## config.mk

```make
export PLATFORM = sky130hd
export DESIGN_NAME = hid_report_descriptor_parser
export DESIGN_NICKNAME = d
export VERILOG_FILES = /design/src/rtl/hidrd_pkg.sv /design/src/rtl/hid_report_descriptor_parser.sv /design/src/rtl/hidrd_emit.sv
export SDC_FILE = /design/constraint.sdc
export NUM_CORES = 2
export LEC_CHECK = 0
export BUFFER_PORTS_ARGS = -buffer_cell sky130_fd_sc_hd__buf_4
export CAP_MARGIN = 15
export CORE_AREA = 4 4 275 385
export DETAILED_ROUTE_END_ITERATION = 6
export DIE_AREA = 0 0 279 389
export MAX_ROUTING_LAYER = met4
export PLACE_DENSITY = 0.78
export SETUP_SLACK_MARGIN = 0.3
export SYNTH_ARGS = -nofsm -noshare
export SYNTH_HDL_FRONTEND = slang
export SYNTH_SLANG_ARGS = --single-unit
```

## constraint.sdc

```tcl
create_clock -name clk -period 45.1 [get_ports clk]
set_input_delay 9.02 -clock clk [delete_from_list [all_inputs] [get_ports clk]]
set_output_delay 9.02 -clock clk [all_outputs]
set_load 0.05 [all_outputs]
```

## src/rtl/hidrd_pkg.sv

```systemverilog
`default_nettype none
package hidrd_pkg;
  localparam logic [2:0] KIND_SUMMARY = 3'd0;
  localparam logic [2:0] KIND_BUTTON  = 3'd5;

  localparam logic [2:0] ST_OK         = 3'd0;
  localparam logic [2:0] ST_UNBALANCED = 3'd1;
  localparam logic [2:0] ST_BAD_MAIN   = 3'd2;
  localparam logic [2:0] ST_BAD_GLOBAL = 3'd3;
  localparam logic [2:0] ST_INCOMPLETE = 3'd4;

  localparam logic [1:0] CLS_NONE     = 2'd0;
  localparam logic [1:0] CLS_KEYBOARD = 2'd1;
  localparam logic [1:0] CLS_MOUSE    = 2'd2;
  localparam logic [1:0] CLS_JOYSTICK = 2'd3;

  localparam logic [1:0] TYPE_MAIN   = 2'd0;
  localparam logic [1:0] TYPE_GLOBAL = 2'd1;
  localparam logic [1:0] TYPE_LOCAL  = 2'd2;

  localparam logic [3:0] TAG_INPUT    = 4'd8;
  localparam logic [3:0] TAG_OUTPUT   = 4'd9;
  localparam logic [3:0] TAG_COLL     = 4'd10;
  localparam logic [3:0] TAG_FEATURE  = 4'd11;
  localparam logic [3:0] TAG_END_COLL = 4'd12;

  localparam logic [3:0] TAG_LMIN   = 4'd1;
  localparam logic [3:0] TAG_LMAX   = 4'd2;
  localparam logic [3:0] TAG_RSIZE  = 4'd7;
  localparam logic [3:0] TAG_RID    = 4'd8;
  localparam logic [3:0] TAG_RCOUNT = 4'd9;

  localparam logic [3:0] TAG_USAGE = 4'd0;
  localparam logic [3:0] TAG_UMIN  = 4'd1;
  localparam logic [3:0] TAG_UMAX  = 4'd2;

  localparam logic [7:0] USAGE_X     = 8'd48;
  localparam logic [7:0] USAGE_Y     = 8'd49;
  localparam logic [7:0] USAGE_WHEEL = 8'd56;
  localparam logic [7:0] USAGE_HAT   = 8'd57;

  localparam logic [3:0] FL_X  = 4'h1;
  localparam logic [3:0] FL_Y  = 4'h2;
  localparam logic [3:0] FL_B0 = 4'h4;
  localparam logic [3:0] FL_B1 = 4'h8;

  localparam logic [7:0]  NO_SLOT = 8'hFF;
  localparam logic [15:0] POS_MAX = 16'hFFFF;

  typedef struct packed {
    logic        valid;
    logic [15:0] offset;
    logic [7:0]  size;
    logic [15:0] lmin;
    logic [15:0] lmax;
  } field_rec_t;

  typedef struct packed {
    logic [2:0]  status;
    logic [15:0] byte_pos;
    logic [7:0]  len;
    logic [1:0]  cls;
    logic [7:0]  rid;
    logic [7:0]  btotal;
    logic [8:0]  err;
  } summary_t;
endpackage
`default_nettype wire

```

## src/rtl/hid_report_descriptor_parser.sv

```systemverilog
`default_nettype none
// channel  signals                                       dir
// in       in_valid/in_ready, desc_byte, last            sink
// out      out_valid/out_ready, record_kind..last_record source
// one descriptor byte per cycle while no record run is in progress
// a stop starts a run of 1 + located fields + button records, one per cycle
// while out_ready is high, during which input is held off
// rst is synchronous and returns the parser to its idle state
// out_ready low stalls the record run only
module hid_report_descriptor_parser #(
  parameter int BUTTONS = 12
) (
  input  wire logic        clk,
  input  wire logic        rst,
  input  wire logic        in_valid,
  output logic             in_ready,
  input  wire logic [7:0]  desc_byte,
  input  wire logic        last,
  output logic             out_valid,
  input  wire logic        out_ready,
  output logic [2:0]       record_kind,
  output logic [3:0]       button_index,
  output logic [15:0]      bit_offset,
  output logic [7:0]       field_size,
  output logic [15:0]      logical_min,
  output logic [15:0]      logical_max,
  output logic [2:0]       status,
  output logic [1:0]       device_type,
  output logic [7:0]       rep_id,
  output logic [7:0]       button_bits,
  output logic [8:0]       error_item,
  output logic             last_record
);
  import hidrd_pkg::*;

  logic        in_phase;
  logic [5:0]  hdr;
  logic [2:0]  left;
  logic [1:0]  have;
  logic [31:0] pval;
  logic [7:0]  app_d, pl_d, skip_d, nest_d;
  logic [7:0]  rsize, rcount;
  logic [15:0] bits, uidx, lmin, lmax;
  logic [3:0]  flags;
  logic [3:0][7:0] slots;
  logic [1:0]  cls;
  logic [7:0]  rid, btotal;
  field_rec_t [3:0] recs;
  logic [BUTTONS-1:0] bval;
  logic [BUTTONS-1:0][15:0] bpos;
  logic [15:0] bytepos;
  logic        fin;

  logic        in_phase_next;
  logic [5:0]  hdr_next;
  logic [2:0]  left_next;
  logic [1:0]  have_next;
  logic [31:0] pval_next;
  logic [7:0]  app_d_next, pl_d_next, skip_d_next, nest_d_next;
  logic [7:0]  rsize_next, rcount_next;
  logic [15:0] bits_next, uidx_next, lmin_next, lmax_next;
  logic [3:0]  flags_next;
  logic [3:0][7:0] slots_next;
  logic [1:0]  cls_next;
  logic [7:0]  rid_next, btotal_next;
  field_rec_t [3:0] recs_next;
  logic [BUTTONS-1:0] bval_next;
  logic [BUTTONS-1:0][15:0] bpos_next;
  logic [15:0] bytepos_next;
  logic        fin_next;

  logic        busy, accept, exec, stop;
  logic [2:0]  st;
  logic [8:0]  err;
  logic [1:0]  itype;
  logic [3:0]  itag;
  logic [31:0] v;
  logic [15:0] prod;
  logic [16:0] lenb;
  summary_t    summ;

  assign in_ready = !busy;
  assign accept = in_valid && in_ready;
  assign prod = 16'(rcount) * 16'(rsize);

  function automatic logic is_usable(input logic [1:0] c, input logic [3:0] f);
    case (c)
      CLS_KEYBOARD: is_usable = 1'b1;
      CLS_JOYSTICK: is_usable = (f[2:0] == 3'h7);
      CLS_MOUSE:    is_usable = (f == 4'hF);
      default:      is_usable = 1'b0;
    endcase
  endfunction

  always_comb begin
    in_phase_next = in_phase; hdr_next = hdr; left_next = left; have_next = have;
    pval_next = pval; app_d_next = app_d; pl_d_next = pl_d; skip_d_next = skip_d;
    nest_d_next = nest_d; rsize_next = rsize; rcount_next = rcount; bits_next = bits;
    uidx_next = uidx; lmin_next = lmin; lmax_next = lmax; flags_next = flags;
    slots_next = slots; cls_next = cls; rid_next = rid; btotal_next = btotal;
    recs_next = recs; bval_next = bval; bpos_next = bpos; bytepos_next = bytepos;
    fin_next = fin;
    exec = 1'b0; stop = 1'b0; st = ST_OK; err = '0;
    itype = '0; itag = '0; v = '0;

    if (bytepos != POS_MAX) bytepos_next = bytepos + 16'd1;
    if (!in_phase) begin
      hdr_next = desc_byte[7:2];
      have_next = '0;
      left_next = (desc_byte[1:0] == 2'd3) ? 3'd4 : {1'b0, desc_byte[1:0]};
      itype = desc_byte[3:2]; itag = desc_byte[7:4];
      if (desc_byte[1:0] == 2'd0) exec = 1'b1;
      else in_phase_next = 1'b1;
      pval_next = '0;
    end else begin
      itype = hdr[1:0]; itag = hdr[5:2];
      v = pval | (32'(desc_byte) << {have, 3'b000});
      pval_next = v;
      have_next = have + 2'd1;
      left_next = left - 3'd1;
      if (left == 3'd1) begin
        in_phase_next = 1'b0;
        exec = 1'b1;
      end
    end

    if (exec) begin
      if (skip_d != 8'd0) begin
        if (itype == TYPE_MAIN && itag == TAG_COLL) begin
          skip_d_next = skip_d + 8'd1; nest_d_next = nest_d + 8'd1;
        end else if (itype == TYPE_MAIN && itag == TAG_END_COLL) begin
          skip_d_next = skip_d - 8'd1; nest_d_next = nest_d - 8'd1;
        end
      end else begin
        case (itype)
          TYPE_MAIN: begin
            case (itag)
              TAG_INPUT: begin
                for (int b = 0; b < BUTTONS; b++) begin
                  if (32'(b) < 32'(rcount)) begin
                    bval_next[b] = 1'b1;
                    bpos_next[b] = bits + 16'(b);
                  end
                end
                btotal_next = prod[7:0];
                if (prod[7:0] > 8'd0) flags_next = flags_next | FL_B0;
                if (prod[7:0] > 8'd1) flags_next = flags_next | FL_B1;
                for (int c = 0; c < 4; c++) begin
                  if (slots[c] < 8'd128 && !(c == 2 && cls != CLS_JOYSTICK)
                      && !(c == 3 && cls != CLS_MOUSE)) begin
                    recs_next[c].valid = 1'b1;
                    recs_next[c].offset = bits + 16'(rsize) * 16'(slots[c]);
                    recs_next[c].size = rsize;
                    recs_next[c].lmin = (c == 2) ? 16'd0 : lmin;
                    recs_next[c].lmax = (c == 2) ? 16'd0 : lmax;
                    if (c == 0) flags_next = flags_next | FL_X;
                    if (c == 1) flags_next = flags_next | FL_Y;
                  end
                end
                bits_next = bits + prod;
                uidx_next = '0;
                slots_next = {4{NO_SLOT}};
              end
              TAG_OUTPUT, TAG_FEATURE: ;
              TAG_COLL: begin
                nest_d_next = nest_d + 8'd1;
                uidx_next = '0;
                if (v == 32'd1) app_d_next = app_d + 8'd1;
                else if (v == 32'd0 || v == 32'd2) pl_d_next = pl_d + 8'd1;
                else skip_d_next = skip_d + 8'd1;
              end
              TAG_END_COLL: begin
                nest_d_next = nest_d - 8'd1;
                if (pl_d != 8'd0) pl_d_next = pl_d - 8'd1;
                else if (app_d != 8'd0) begin
                  app_d_next = app_d - 8'd1;
                  if (is_usable(cls, flags)) begin
                    stop = 1'b1; st = ST_OK;
                  end else begin
                    bits_next = '0; flags_next = '0; cls_next = CLS_NONE;
                  end
                end else begin
                  stop = 1'b1; st = ST_UNBALANCED;
                end
              end
              default: begin
                stop = 1'b1; st = ST_BAD_MAIN; err = {5'd0, itag};
              end
            endcase
          end
          TYPE_GLOBAL: begin
            case (itag)
              TAG_LMIN:   lmin_next = v[15:0];
              TAG_LMAX:   lmax_next = v[15:0];
              TAG_RSIZE:  rsize_next = v[7:0];
              TAG_RID:    rid_next = v[7:0];
              TAG_RCOUNT: rcount_next = v[7:0];
              default: begin
                if (itag > TAG_RCOUNT) begin
                  stop = 1'b1; st = ST_BAD_GLOBAL; err = {5'b10000, itag};
                end
              end
            endcase
          end
          TYPE_LOCAL: begin
            case (itag)
              TAG_USAGE: begin
                if (nest_d == 8'd0) begin
                  if (v == 32'd6) cls_next = CLS_KEYBOARD;
                  else if (v == 32'd2) cls_next = CLS_MOUSE;
                  else if (v == 32'd4 || v == 32'd5) cls_next = CLS_JOYSTICK;
                end else if (app_d != 8'd0) begin
                  if (v == 32'(USAGE_X) || v == 32'(USAGE_Y)) begin
                    if (cls == CLS_JOYSTICK || cls == CLS_MOUSE)
                      slots_next[(v == 32'(USAGE_X)) ? 2'd0 : 2'd1] = uidx[7:0];
                  end else if (v == 32'(USAGE_HAT) && cls == CLS_JOYSTICK) begin
                    slots_next[2] = uidx[7:0];
                  end else if (v == 32'(USAGE_WHEEL) && cls == CLS_MOUSE) begin
                    slots_next[3] = uidx[7:0];
                  end
                end
                uidx_next = uidx + 16'd1;
              end
              TAG_UMIN: uidx_next = uidx - ({8'd0, v[7:0]} - 16'd1);
              TAG_UMAX: uidx_next = uidx + v[15:0];
              default: ;
            endcase
          end
          default: ;
        endcase
      end
    end

    if (!stop && last) begin
      stop = 1'b1;
      st = is_usable(cls_next, flags_next) ? ST_OK : ST_INCOMPLETE;
    end
    if (stop && !last) fin_next = 1'b1;

    lenb = ({1'b0, bits_next} + 17'd7) >> 3;
    summ.status = st;
    summ.byte_pos = bytepos_next;
    summ.len = (lenb > 17'd255) ? 8'd255 : lenb[7:0];
    summ.cls = cls_next;
    summ.rid = rid_next;
    summ.btotal = btotal_next;
    summ.err = err;
  end

  always_ff @(posedge clk) begin
    if (rst || (accept && ((fin && last) || (!fin && last)))) begin
      in_phase <= 1'b0; hdr <= '0; left <= '0; have <= '0; pval <= '0;
      app_d <= '0; pl_d <= '0; skip_d <= '0; nest_d <= '0;
      rsize <= '0; rcount <= '0; bits <= '0; uidx <= '0; lmin <= '0; lmax <= '0;
      flags <= '0; slots <= {4{NO_SLOT}}; cls <= CLS_NONE; rid <= '0; btotal <= '0;
      recs <= '0; bval <= '0; bpos <= '0; bytepos <= '0; fin <= 1'b0;
    end else if (accept && !fin) begin
      in_phase <= in_phase_next; hdr <= hdr_next; left <= left_next;
      have <= have_next; pval <= pval_next; app_d <= app_d_next; pl_d <= pl_d_next;
      skip_d <= skip_d_next; nest_d <= nest_d_next; rsize <= rsize_next;
      rcount <= rcount_next; bits <= bits_next; uidx <= uidx_next;
      lmin <= lmin_next; lmax <= lmax_next; flags <= flags_next;
      slots <= slots_next; cls <= cls_next; rid <= rid_next;
      btotal <= btotal_next; recs <= recs_next; bval <= bval_next;
      bpos <= bpos_next; bytepos <= bytepos_next; fin <= fin_next;
    end
  end

  hidrd_emit #(.BUTTONS(BUTTONS)) u_emit (
    .clk(clk), .rst(rst), .start(accept && !fin && stop), .summary(summ),
    .recs(recs_next), .bvalid(bval_next), .bpos(bpos_next), .busy(busy),
    .valid(out_valid), .ready(out_ready), .record_kind(record_kind),
    .button_index(button_index), .bit_offset(bit_offset), .field_size(field_size),
    .logical_min(logical_min), .logical_max(logical_max), .status(status),
    .device_type(device_type), .rep_id(rep_id), .button_bits(button_bits),
    .error_item(error_item), .last_record(last_record)
  );
endmodule
`default_nettype wire

```

## src/rtl/hidrd_emit.sv

```systemverilog
`default_nettype none
module hidrd_emit #(
  parameter int BUTTONS = 12
) (
  input  wire logic                      clk,
  input  wire logic                      rst,
  input  wire logic                      start,
  input  wire hidrd_pkg::summary_t       summary,
  input  wire hidrd_pkg::field_rec_t [3:0] recs,
  input  wire logic [BUTTONS-1:0]        bvalid,
  input  wire logic [BUTTONS-1:0][15:0]  bpos,
  output logic                           busy,
  output logic                           valid,
  input  wire logic                      ready,
  output logic [2:0]                     record_kind,
  output logic [3:0]                     button_index,
  output logic [15:0]                    bit_offset,
  output logic [7:0]                     field_size,
  output logic [15:0]                    logical_min,
  output logic [15:0]                    logical_max,
  output logic [2:0]                     status,
  output logic [1:0]                     device_type,
  output logic [7:0]                     rep_id,
  output logic [7:0]                     button_bits,
  output logic [8:0]                     error_item,
  output logic                           last_record
);
  import hidrd_pkg::*;

  localparam int NSEL = 5 + BUTTONS;
  localparam int SW = $clog2(NSEL);
  localparam int BW = (BUTTONS > 1) ? $clog2(BUTTONS) : 1;

  summary_t                   sum_q;
  field_rec_t [3:0]           recs_q;
  logic [BUTTONS-1:0]         bval_q;
  logic [BUTTONS-1:0][15:0]   bpos_q;
  logic [NSEL-1:0]            pend;
  logic [NSEL-1:0]            pend_next;
  logic [SW-1:0]              sel;
  logic                       found;
  logic                       more;
  logic                       take;

  assign busy = |pend;
  assign take = !valid || ready;

  always_comb begin
    sel = '0;
    found = 1'b0;
    for (int i = 0; i < NSEL; i++) begin
      if (pend[i] && !found) begin
        sel = SW'(i);
        found = 1'b1;
      end
    end
    pend_next = pend;
    if (found) begin
      pend_next[sel] = 1'b0;
    end
    more = |pend_next;
  end

  always_ff @(posedge clk) begin
    if (rst) begin
      pend <= '0;
      valid <= 1'b0;
    end else if (start) begin
      sum_q <= summary;
      recs_q <= recs;
      bval_q <= bvalid;
      bpos_q <= bpos;
      pend <= {bvalid, recs[3].valid, recs[2].valid, recs[1].valid, recs[0].valid, 1'b1};
      if (ready) begin
        valid <= 1'b0;
      end
    end else if (take) begin
      valid <= found;
      if (found) begin
        pend <= pend_next;
        last_record <= !more;
        record_kind <= '0;
        button_index <= '0;
        bit_offset <= '0;
        field_size <= '0;
        logical_min <= '0;
        logical_max <= '0;
        status <= '0;
        device_type <= '0;
        rep_id <= '0;
        button_bits <= '0;
        error_item <= '0;
        if (sel == '0) begin
          record_kind <= KIND_SUMMARY;
          bit_offset <= sum_q.byte_pos;
          field_size <= sum_q.len;
          status <= sum_q.status;
          device_type <= sum_q.cls;
          rep_id <= sum_q.rid;
          button_bits <= sum_q.btotal;
          error_item <= sum_q.err;
        end else if (sel < SW'(5)) begin
          record_kind <= 3'(sel);
          bit_offset <= recs_q[2'(sel - SW'(1))].offset;
          field_size <= recs_q[2'(sel - SW'(1))].size;
          logical_min <= recs_q[2'(sel - SW'(1))].lmin;
          logical_max <= recs_q[2'(sel - SW'(1))].lmax;
        end else begin
          record_kind <= KIND_BUTTON;
          button_index <= 4'(sel - SW'(5));
          bit_offset <= bpos_q[BW'(sel - SW'(5))];
          field_size <= 8'd1;
        end
      end
    end
  end
endmodule
`default_nettype wire
```

# Word level (Yosys, flattened, before mapping)
# Index checks and enable logic that the tools add are counted.
classes:
  n_shift: 1
  n_lt_le_gt_ge: 27
  n_addsub: 34
  n_mux: 213
  n_mul: 5
  n_eq_ne: 56
  n_bitwise: 9
  reduce_logical: 106
op_table:
  columns: ["cell", "count"]
  rows:
  - ["two-way mux 228 bit", 4]
  - ["two-way mux 192 bit", 4]
  - ["two-way mux 16 bit", 25]
  - ["two-way mux 8 bit", 31]
  - ["two-way mux 57 bit", 4]
  - ["two-way mux 32 bit", 6]
  - ["equality test 32 x 6 -> 1 bit (second input constant)", 4]
  - ["binary-select mux 57 bit (select 2 bit)", 1]
  - ["adder 16 bit", 6]
  - ["equality test 32 x 3 -> 1 bit (second input constant)", 3]
  - ["multiplier 8 x 8 -> 16 bit", 5]
  - ["two-way mux 17 bit", 4]
  - ["two-way mux 4 bit", 17]
  - ["adder 16 x 3 -> 16 bit (second input constant)", 4]
  - ["adder 16 x 4 -> 16 bit (second input constant)", 4]
  - ["binary-select mux 16 bit (select 4 bit)", 1]
  - ["case mux 16 bit (2 select lines)", 2]
  - ["case mux 32 bit (2 select lines)", 1]
  - ["two-way mux 1 bit", 59]
  - ["two-way mux 56 bit", 1]
  - ["adder 16 x 1 -> 16 bit (second input constant)", 3]
  - ["two-way mux 12 bit", 4]
  - ["case mux 16 bit (3 select lines)", 1]
  - ["case mux 8 bit (2 select lines)", 3]
  - ["other kinds (81)", 254]
word_totals:
  ff_bits: 1245
  wordCells: 563
  inputBits: 13
  out_inout_bits: 96

# Longest topological paths before layout
depth:
  ltp_word: 59
  ltp_mapped: 28
  ltp_nobuf: 26

# Cells and area by module
# From an unflattened synthesis, not the netlist that was laid out.
unflattened:
  cells_unflattened: 7310
  hier_area_um2: 67267.0
by_module_without_submodules:
  columns: ["module", "n_inst", "cells_each", "seq_area_each_um2", "area_each_um2"]
  rows:
  - ["hid_report_descriptor_parser", 1, 6063, 13032.5, 44850.5]
  - ["hidrd_emit", 1, 1247, 17296.6, 22416.5]

# Least setup slack after synthesis
# Ideal clock, no wire load.
synth_path:
  kind: "input -> register"
  startpoint: "in desc_byte[5]"
  endpoint: "reg u_emit.bpos_q[0] (netlist name), enable pin"
  t_required_ns: 43.792
  slack_ns: 13.704
  path_stages: 9
  n_path_buf: 2
  arrival_ns: 30.088
  path_cell_list: "buf_2 or4b_4 a21o_1 buf_6 nor3_1 o21ai_0 a21oi_1 o21ai_1 nor2_1"
synth_between:
  elab_chain_cells: 12
synth_rtl:
  columns: ["element", "line", "source"]
  rows:
  - ["start: declaration", "hid_report_descriptor_parser.sv:17", "input wire logic [7:0] desc_byte,"]
  - ["two-way mux 4 bit *", "hid_report_descriptor_parser.sv:107", "if (!in_phase) begin"]
  - ["> comparator 4 bit (tied with other cells)", "hid_report_descriptor_parser.sv:199", "if (itag > TAG_RCOUNT) begin"]
  - ["two-way mux 1 bit (tied with other cells)", "hid_report_descriptor_parser.sv:199", null]
  - ["two-way mux 1 bit or case mux 1 bit (2 select lines) (tied branches)", "hid_report_descriptor_parser.sv:192, hid_report_descriptor_parser.sv:137", null]
  - ["case mux 1 bit (2 select lines) *", "hid_report_descriptor_parser.sv:135", "case (itype)"]
  - ["two-way mux 1 bit *", "hid_report_descriptor_parser.sv:128", "if (skip_d != 8'd0) begin"]
  - ["two-way mux 1 bit *", "hid_report_descriptor_parser.sv:127", "if (exec) begin"]
  - ["zero test 1 bit", "hid_report_descriptor_parser.sv:234", "if (!stop && last) begin"]
  - ["logical AND 1 bit", "hid_report_descriptor_parser.sv:234", null]
  - ["two-way mux 1 bit *", "hid_report_descriptor_parser.sv:234", null]
  - ["logical AND 1 bit *", "hid_report_descriptor_parser.sv:270", ".clk(clk), .rst(rst), .start(accept && !fin && stop), .summary(summ),"]
  - ["AND reduction 2 bit (no line) *", null, null]
  - ["end signal: assignment", "hidrd_emit.sv:72", "bpos_q <= bpos;"]
  - ["end: declaration", "hidrd_emit.sv:37", "logic [BUTTONS-1:0][15:0] bpos_q;"]
# Every way passes the cells marked *; elsewhere a longest branch is shown, timed or not.
# A chain may end at the register's enable or synchronous reset.

# Worst setup path in the final report
layout_path:
  startpoint: "in desc_byte[4]"
  endpoint: "reg u_emit.bpos_q[22] (netlist name), enable pin"
# The elaborated chain is that of the path after synthesis.

==> impl_metrics.yaml <==
final_layout:
  syn2layout_area_growth_pct: 8.23
  nets: 7444
  fin_area_um2: 71600
  final_layout_size_suffix_gt1_frac: 0.0875
  n_fill_cell: 7616
drt:
  vias: 52500
  avgRoutedWirePerCell_um: 23.4
  first_iter_violations: 5840
  drc: 11
  drt_pass1_iterations: 7
  avgViaCountPerCell: 6.25
  drt-total-wl_um: 196000
  ant_nets: 0
clock_network:
  path_clk_slew_ns: 0.06
  clock_path_buffers: 3
  cts_tree: "yes"
  cts_buffers: 112
  cts_num_sinks: 1225
  cts_hold_buf: 0
  clk_latency_ns: 0.76
  ctsRootBufferMaster: "clkbuf_16"
  cts-resized-gates: 0
  htreeDepth: 3
  post_cts_buffers: 0
status:
  violations: "design-rule violations"
  status: "finished with violations"
setup_path:
  cp.required_ns: 45.42
  critPathArrivalTime_ns: 14.06
  worstSetupPathType: "in2reg"
  setup.worst_path.end_class: "register"
  rr_worst_depth: 24
  start_kind: "primary input"
  cp_max_fo: 78
placed_design:
  portBuffers: 104
  dp_slack_ns: 30.65
  gp_congestion: 0.958
  hpwl_um: 129000
  dpl_cell_area_um2: 67800
sta:
  fin_crit_ns: 13.75
  setup_viol: 0
  final-max-slew-violation-count: 0
  hold_violations: 0
  fmax_ghz: 0.0727
  worst_slew_pin_slew_ns: 1.26
  fin_crit_sh: 0.305
  slew_headroom: 0.161
  rsz0062_at_grt: "no"
  final.setup.tns_ns: 0
  setup_slack_ns: 31.35
  fin_skew_ns: 0.0658
min_path:
  hold-path-cell-count: 2
  holdCritPathClass: "reg2reg"
yosys:
  async_flop_share: 0
  synth_area_um2: 66100
  syn_avg_cell_area_um2: 9.33
  yosysWarnings: 0
  synth-seq-cells: 1225
  yosys.area.top_type: "edfxtp_1"
  synth_edf_count: 556
  synthTopCellsByArea: "edfxtp_1 25%, dfxtp_1 20%, nand2_1 10%"
  synth.distinct_cells: 97
  synth_top_area_frac: 0.252
  syn_inst: 7089
  synth_ff_type: "dfxtp_1"
  seq_area_frac_synth: 0.455
global_route:
  antenna_found_initial: 4
  grt_pass1_wl_um: 298000
  grt_max_degree: 200
  grt-ovfl-total: 0
  grt_usage: 0.368
  grt_pass1_vias: 51400
floorplan:
  dieArea_um2: 109000
  start_util: 0.647
  die_x_um: 279
  num_io_pins: 109
  coreArea_um2: 102000
  row_count: 139
  die_h_um: 389
power:
  p_leak_nw: 27.6
  vdd_drop_max_v: 0.0000539
  pwr_density_cell_nw_per_um2: 49.0
run:
  drv_cap: 0
## registers in the layout, summed over array words and instances, names as in the netlist, 12 cells and up
register and count:
u_emit.bit_offset 16, bits 16, u_emit.pend 17, u_emit.bpos_q 192
u_emit.sum_q 50, lmax 16, bval 12, bytepos 16
slots 32, recs 228, u_emit.recs_q 224, lmin 16
u_emit.logical_min 16, pval 32, bpos 192, u_emit.logical_max 16
## cells by family (layout without fill, tap and decap cells)
group | after synthesis | after routing | share of synthesized area
multiplexers | 215 | 215 | 0.0531
AO/OA/AOI/OAI | 1181 | 1181 | 0.102
other | 1 | 8 | 0.0000567
adder cells (fa/ha/maj) | 478 | 478 | 0.118
buffers and inverters | 813 | 773 | 0.0480
flip-flops | 1225 | 1225 | 0.455
AND/OR/NAND/NOR | 2900 | 2900 | 0.188
XOR/XNOR | 276 | 276 | 0.0365
## worst max-delay path, stage by stage
cell and delay, ns:
buf_4 0.16, or4b_4 0.55, a21o_1 0.42, nor3_1 0.31, o21ai_0 0.13, a21oi_1 0.33, o21ai_1 0.40, nor2_4 0.80
buf_4 0.93, buf_4 0.94
## synth_stat cells, drive strengths merged, types with 15 or more instances
| cell | count |
|---|---|
| nor4 | 32 |
| clkbuf | 357 |
| o21a | 17 |
| buf | 99 |
| xor2 | 81 |
| o31ai | 16 |
| fa | 240 |
| and3 | 43 |
| inv | 355 |
| dfxtp | 669 |
| a21o | 36 |
| nand2b | 22 |
| xnor2 | 195 |
| mux2 | 45 |
| nor2b | 15 |
| and2 | 268 |
| ha | 238 |
| o21ai | 224 |
| mux2i | 66 |
| or4 | 16 |
| a21oi | 700 |
| mux4 | 104 |
| a22oi | 43 |
| a31oi | 24 |
| nand4 | 18 |
| edfxtp | 556 |
| nor3 | 77 |
| nand2 | 1850 |
| nand3 | 70 |
| nor2 | 441 |
| a211oi | 24 |
## placed cells by master, fill, tap and decap left out, drive strengths merged, types with 12 or more instances in the layout
cell,instances
nand2b,22
nor3,77
mux4,104
inv,360
a21oi,700
and3,43
buf,203
o21bai,14
a31oi,24
a22oi,43
a21o,36
clkinv,38
mux2,45
xnor2,195
mux2i,66
edfxtp,556
or2,12
ha,238
nor2,441
nand2,1850
xor2,81
or4,16
nand3,70
clkbuf,159
o21ai,224
or3,14
nand4,18
and2,268
fa,240
nor4,32
o31ai,16
a211oi,24
dfxtp,669
o21a,17
nor2b,15
## power breakdown
group          switching, W  internal (W)  total, W
clock network      0.000441      0.000546  0.000987
logic              0.000794      0.000338   0.00113
registers         0.0000586       0.00133   0.00139
total               0.00129       0.00221   0.00351
## through the flow
stage	util	total power, W	std cells	hold slack (ns)
floorplan	-	0.00215	7092	0.421
global placement	0.663	0.00251	8178	0.433
detailed placement	0.663	0.00252	8178	0.435
CTS	0.700	0.00350	8391	0.452
global route	0.700	0.00361	8394	0.463
finish	0.700	0.00351	8395	0.448
## final timing paths
check	start	to	slack, ns
min	bpos[13]	bpos[13]	0.45
max	desc_byte[4]	u_emit.bpos_q[22]	31.35
max reg2reg	rcount[3]	u_emit.sum_q[33]	38.06
min reg2reg	bpos[13]	bpos[13]	0.45
## layer usage
| layer | up-vias | track usage | part of all wire |
|---|---|---|---|
| met5 | - | - | 0 |
| met4 | 0 | 0.231 | 0.076 |
| met3 | 773 | 0.0603 | 0.093 |
| met2 | 2807 | 0.590 | 0.48 |
| met1 | 25400 | 0.435 | 0.35 |
| li1 | 23400 | - | - |
## final cells by class
class	instances	area, µm²	area share
diodes	4	10.0	0.000140
clock inverters	54	542	0.00757
inverters	357	1350	0.0188
repair buffers	203	1560	0.0218
multi-input cells	5054	33100	0.462
well taps	1339	1680	0.0234
flip-flops and latches	1225	30100	0.420
clock buffers	159	3280	0.0459
(Power assumes the default switching activity.)
